<file path="config.mk">
export PLATFORM = sky130hd
export DESIGN_NAME = dpi_ctrl
export DESIGN_NICKNAME = d
export VERILOG_FILES = /design/src/sv/dynamic_palette_indexer_unit_defines.svh /design/src/sv/dpi_pkg.sv /design/src/sv/dpi_ctrl.sv
export SDC_FILE = /design/constraint.sdc
export NUM_CORES = 1
export LEC_CHECK = 0
export ABC_AREA = 1
export BUFFER_PORTS_ARGS = -buffer_cell sky130_fd_sc_hd__buf_2
export CORE_AREA = 2 2 39 41
export CTS_CLUSTER_DIAMETER = 60
export CTS_CLUSTER_SIZE = 24
export DETAILED_ROUTE_END_ITERATION = 12
export DIE_AREA = 0 0 41 43
export SLEW_MARGIN = 20
export SYNTH_ARGS = -nofsm -noshare
export SYNTH_HDL_FRONTEND = slang
export SYNTH_SLANG_ARGS = --single-unit
export TNS_END_PERCENT = 5
</file>
<file path="constraint.sdc">
create_clock -name clk -period 1 [get_ports clk]
set_input_delay 0.3 -clock clk [delete_from_list [all_inputs] [get_ports clk]]
set_output_delay 0.3 -clock clk [all_outputs]
set_load 0.01 [all_outputs]
</file>
<file path="src/sv/dynamic_palette_indexer_unit_defines.svh">
// Assertion macros shared by the palette indexer RTL.
`ifndef DYNAMIC_PALETTE_INDEXER_UNIT_DEFINES_SVH
`define DYNAMIC_PALETTE_INDEXER_UNIT_DEFINES_SVH

// Implication checked on every edge outside reset.
`define DPI_ASSERT_IMP(lbl, ante, cons, msg) \
  lbl: assert property (@(posedge clk) disable iff (!rst_n) (ante) |-> (cons)) \
    else $error(msg);

// Implication whose consequent is checked in the cycle after the antecedent.
`define DPI_ASSERT_NXT(lbl, ante, cons, msg) \
  lbl: assert property (@(posedge clk) disable iff (!rst_n) (ante) |=> (cons)) \
    else $error(msg);

`endif

</file>
<file path="src/sv/dpi_pkg.sv">
// ----------------------------------------------------------------------------
// dpi_pkg
// Shared types and constants of the dynamic palette indexer.
// ----------------------------------------------------------------------------
package dpi_pkg;
  localparam int unsigned HashW   = 12;
  localparam int unsigned RgbW    = 24;
  localparam int unsigned DistW   = 18;

  typedef logic [RgbW-1:0]  rgb_t;
  typedef logic [HashW-1:0] hash_t;
  typedef logic [DistW-1:0] dist_t;

  // Input item payload
  typedef struct packed {
    logic [31:0] pixel;
  } dpi_in_t;

  // Result item payload
  typedef struct packed {
    logic [7:0] colour_slot;
    logic       slot_added;
    rgb_t       added_colour;
  } dpi_out_t;

  // Controller to datapath commands.
  typedef struct packed {
    logic clear;      // zero one cache slot entry of the clearing pass
    logic load;       // capture a new pixel, start hash read
    logic cmp_hit;    // evaluate cache hit from registered read
    logic scan_first; // start palette walk at slot 1
    logic scan_next;  // advance palette walk
    logic alloc;      // write new slot
    logic cache_wr;   // write cache entry with found slot
    logic finish;     // load result register
  } dpi_cmd_t;

  // Datapath to controller status.
  typedef struct packed {
    logic clr_last;   // clearing pass is at its last entry
    logic black;
    logic hit;
    logic match;      // current scanned slot matches
    logic scan_last;  // current scanned slot is the last used one
    logic full;
    logic out_busy;   // result register occupied and not being taken
  } dpi_sts_t;

  function automatic hash_t hash_of(input rgb_t c);
    logic [RgbW-1:0] h;
    begin
      h = (c >> 12) ^ (c >> 4) ^ c;
      return h[HashW-1:0];
    end
  endfunction
endpackage

</file>
<file path="src/sv/dpi_ctrl.sv">
// ----------------------------------------------------------------------------
// dpi_ctrl
// Sequencer for lookup: cache probe, palette walk, allocate or nearest search.
// ----------------------------------------------------------------------------
module dpi_ctrl (
  input  logic              clk,
  input  logic              rst_n,
  input  logic              in_valid,
  output logic              in_ready,
  input  dpi_pkg::dpi_sts_t sts,
  output dpi_pkg::dpi_cmd_t cmd
);
  import dpi_pkg::*;

  typedef enum logic [2:0] {S_CLEAR, S_IDLE, S_PROBE, S_SCAN, S_WAIT, S_DONE} state_t;
  state_t state_r, state_nxt;

  always_ff @(posedge clk) begin
    if (!rst_n) state_r <= S_CLEAR;
    else        state_r <= state_nxt;
  end

  assign in_ready = (state_r == S_IDLE);

  // Next state and commands
  always_comb begin
    state_nxt = state_r;
    cmd = '0;
    unique case (state_r)
      S_CLEAR: begin
        // walk the cache slot table once after reset
        cmd.clear = 1'b1;
        if (sts.clr_last) state_nxt = S_IDLE;
      end
      S_IDLE: begin
        if (in_valid) begin
          cmd.load  = 1'b1;
          state_nxt = S_PROBE;
        end
      end
      S_PROBE: begin
        cmd.cmp_hit = 1'b1;
        if (sts.black || sts.hit) begin
          state_nxt = S_DONE;
        end else if (sts.scan_last) begin
          // palette empty: straight to allocate
          cmd.alloc = 1'b1;
          state_nxt = S_DONE;
        end else begin
          cmd.scan_first = 1'b1;
          state_nxt = S_SCAN;
        end
      end
      S_SCAN: begin
        if (sts.match) begin
          cmd.cache_wr = 1'b1;
          state_nxt = S_DONE;
        end else if (sts.scan_last) begin
          if (!sts.full) cmd.alloc = 1'b1;
          state_nxt = S_DONE;
        end else begin
          cmd.scan_next = 1'b1;
        end
      end
      S_DONE: begin
        if (!sts.out_busy) begin
          cmd.finish = 1'b1;
          state_nxt  = S_IDLE;
        end else begin
          state_nxt = S_WAIT;
        end
      end
      S_WAIT: begin
        if (!sts.out_busy) begin
          cmd.finish = 1'b1;
          state_nxt  = S_IDLE;
        end
      end
      default: state_nxt = S_IDLE;
    endcase
  end
endmodule

</file>
==> metrics.txt <==
status=finished with violations; failing checks=negative setup slack; area taken by flip-flops and latches=68.82 sq um; number of nets still failing antenna checks after routing=0; count of synthesis-stage warnings from yosys=0; metal2 WL=530 microns; Total Die Area=1763 sq um; fin crit share=1.394; Mapped Cells=62; switching power=0.0008172 W; Filler cells=147; via density per instance=4.327; Placement Setup Slack=-0.3090 ns; Site Rows=14; startpoint of the most critical register-to-register path=state_r[0]$_SDFFE_PN0P_; Worst Setup Path Type=reg2out; biggest regs=state_r: 3 flops; clock input transition at the sequential cells of the worst setup and hold paths=0.04 ns; half-perimeter wire length after detailed placement=813.6 microns; most frequent standard cell in the layout excluding fill and tap cells=buf_2; leakage power total=0.3437 nW; GPL Wtd Cong=0.7859; internal power of the cells=0.0009913 W; number of clock sinks=3; Finish-stage setup viols=12; area overhead of the layout relative to synthesis=67.33%; count of buffers from port buffering=18; post-route met1 wirelength=444 microns; number of cells traversed by the worst register-to-register path=9; pin count of the biggest net entering global routing=8; number of global-route vias before repair=462; via count=476; Largest Register=state_r; die span in y=43 microns; CTS tree=yes; most frequently used flop master after synthesis=dfxtp_1; most frequent cells in the layout=buf_2, nor2_1, buf_4; worst hold endpoint=state_r[1]$_SDFFE_PN0P_; maximum root-to-sink buffer count=2; skew final=0.002912 ns; worst reg2reg endpoint=state_r[1]$_SDFFE_PN0P_; top sig layer=met3; number of slew-limit violations in the final report=0; Synth top area share=0.1600; max frequency=0.7173 GHz; fraction of the core area covered by cells at the end of the flow=0.4539; first-pass GRT wire length=1718 microns; net total in the final layout=105; CTS HTree Levels=1; syn_area_per_cell=6.054 sq um; worst slew margin relative to its limit=0.8864; relative contribution of combinational cells to total power=0.716; maximum net fanout on the critical path=6; Final TNS setup=-3.626 ns; Switching Share=0.4519; clk_lat worst skew=0.23 ns; synthesis-stage register bit count=3; share of flip-flops with an asynchronous set or reset=0; total nets after synthesis=72; time the worst path needs with I/O delays and setup=1.394 ns; Hold Path Cell Cnt=3; Multi-input gate area=272.8 sq um; CP Launch Type=flop; CP Data Required Time=0.70 ns; Met3 Wirelength=30 microns; WL/cell=9.136 microns; total routing usage reported by global routing=0.1434; cell types occupying the most area after synthesis=dfxtp_1, nor2_1, nand2_2; top cell type by total area after synthesis=dfxtp_1; number of different library cells in the post-synthesis netlist=17; Final Hold Fails=0; cell at the root of the clock tree=clkbuf_4; Hold Startpoint=rst_n; CP endpoint kind=output port; setup slack of the worst register-to-register path=-0.16 ns; count of pins on the block boundary=19; total wire length=1005 microns; fraction of power consumed by the clock network=0.117; horizontal die dimension=41 microns; CTS Buf Count=3; max-capacitance violation count=0; critical path data arrival time=1.09 ns; Initial Util=0.2712; worst ir drop on vdd=0.001186 V; slew at the pin with the worst max-slew slack=0.1697 ns; flip-flop count of the largest register, all copies and words added=3; fraction of final layout cells with drive strength greater than 1=0.6489; type of the tightest min-delay check=in2reg; GR Overflow Total=0; sequential cell area fraction in the yosys report=0.1600; part of the total power dissipated in sequential elements=0.167; initial detailed-routing violation count=1; area of the mapped netlist=375.4 sq um; floorplan core area=1384 sq um; Ant. Diodes=0; number of enable flip-flop cells after synthesis=0; power density normalized to cell area=2879 nW/um^2; total power after layout=0.001808 W; initial antenna violation count=0; DRT Pass-1 Iters=2; Setup WS post-layout=-0.3941 ns; number of design rule violations left after detail routing=0; setup repair after global routing missed its margin=yes
[synth_stat cells, types with 2 or more instances]
| cell | count |
|---|---|
| buf_6 | 3 |
| dfxtp_1 | 3 |
| inv_1 | 6 |
| inv_2 | 2 |
| nand2_1 | 8 |
| nand2_2 | 6 |
| nand3_1 | 3 |
| nor2_1 | 13 |
| nor2_2 | 6 |
| nor3_1 | 5 |
[what timing repair did]
action | in CTS | in global routing
pin swaps | 5 | 1
hold buffers | 0 | 0
endpoints found under the setup margin | 12 | 12
resized for setup | 14 | 1
endpoints found under the hold margin | 0 | 0
setup buffers | 0 | 0
cloned | 0 | 0
[critical path, stage by stage, from the launching register on]
cell	delay (ns)
dfxtp_4	0.38
nand3_2	0.10
nor3_2	0.11
a31oi_1	0.06
nor2_1	0.09
buf_2	0.13
[metrics by stage]
stage | hold WS, ns | cell area (sq um) | instances
floorplan | 0.4347 | 380.4 | 62
global placement | 0.5599 | 554.3 | 106
detailed placement | 0.5637 | 554.3 | 106
CTS | 0.3115 | 625.6 | 110
global route | 0.3274 | 628.1 | 110
finish | 0.3195 | 628.1 | 110
[worst max-delay path by stage]
stage,cells past startpoint,from,slack [ns],to
final,5,state_r[0]$_SDFFE_PN0P_,-0.39,cmd[2]
after global routing,5,state_r[1]$_SDFFE_PN0P_,-0.50,cmd[2]
after CTS,5,state_r[0]$_SDFFE_PN0P_,-0.41,cmd[2]
after detailed placement,5,state_r[1]$_SDFFE_PN0P_,-0.31,cmd[2]
after global placement,5,state_r[1]$_SDFFE_PN0P_,-0.27,cmd[2]
after floorplan,6,state_r[2]$_SDFFE_PN0P_,-0.24,cmd[2]
[power groups by stage]
stage / clock network [W] / registers [W] / logic [W]
after floorplan: 0 / 0.000197 / 0.000847
after global placement: 0 / 0.000269 / 0.00119
after detailed placement: 0 / 0.000271 / 0.00120
after CTS: 0.000221 / 0.000302 / 0.00131
after global routing: 0.000226 / 0.000312 / 0.00142
final: 0.000212 / 0.000302 / 0.00129
[layout make-up]
cell class,instances,share of cell area
Timing Repair Buffer,31,0.3207
Sequential cell,3,0.1096
Clock buffer,4,0.04183
Tap cell,16,0.03187
Inverter,9,0.06175
Multi-Input combinational cell,47,0.4343
[layer usage]
metal / up-vias / track usage
met3: 0 / 0.01571
met1: 212 / 0.1699
met5: - / 0
li1: 256 / -
met2: 8 / 0.2344
met4: 0 / 0.08000
[kinds of logic after synthesis]
kind of cell           synth area share
DFF                              0.1600
AOI/OAI and AO/OA               0.05334
and+or+nand+nor                  0.5934
buffers and inverters            0.1933
No activity file was read; power rests on OpenSTA's default activity.
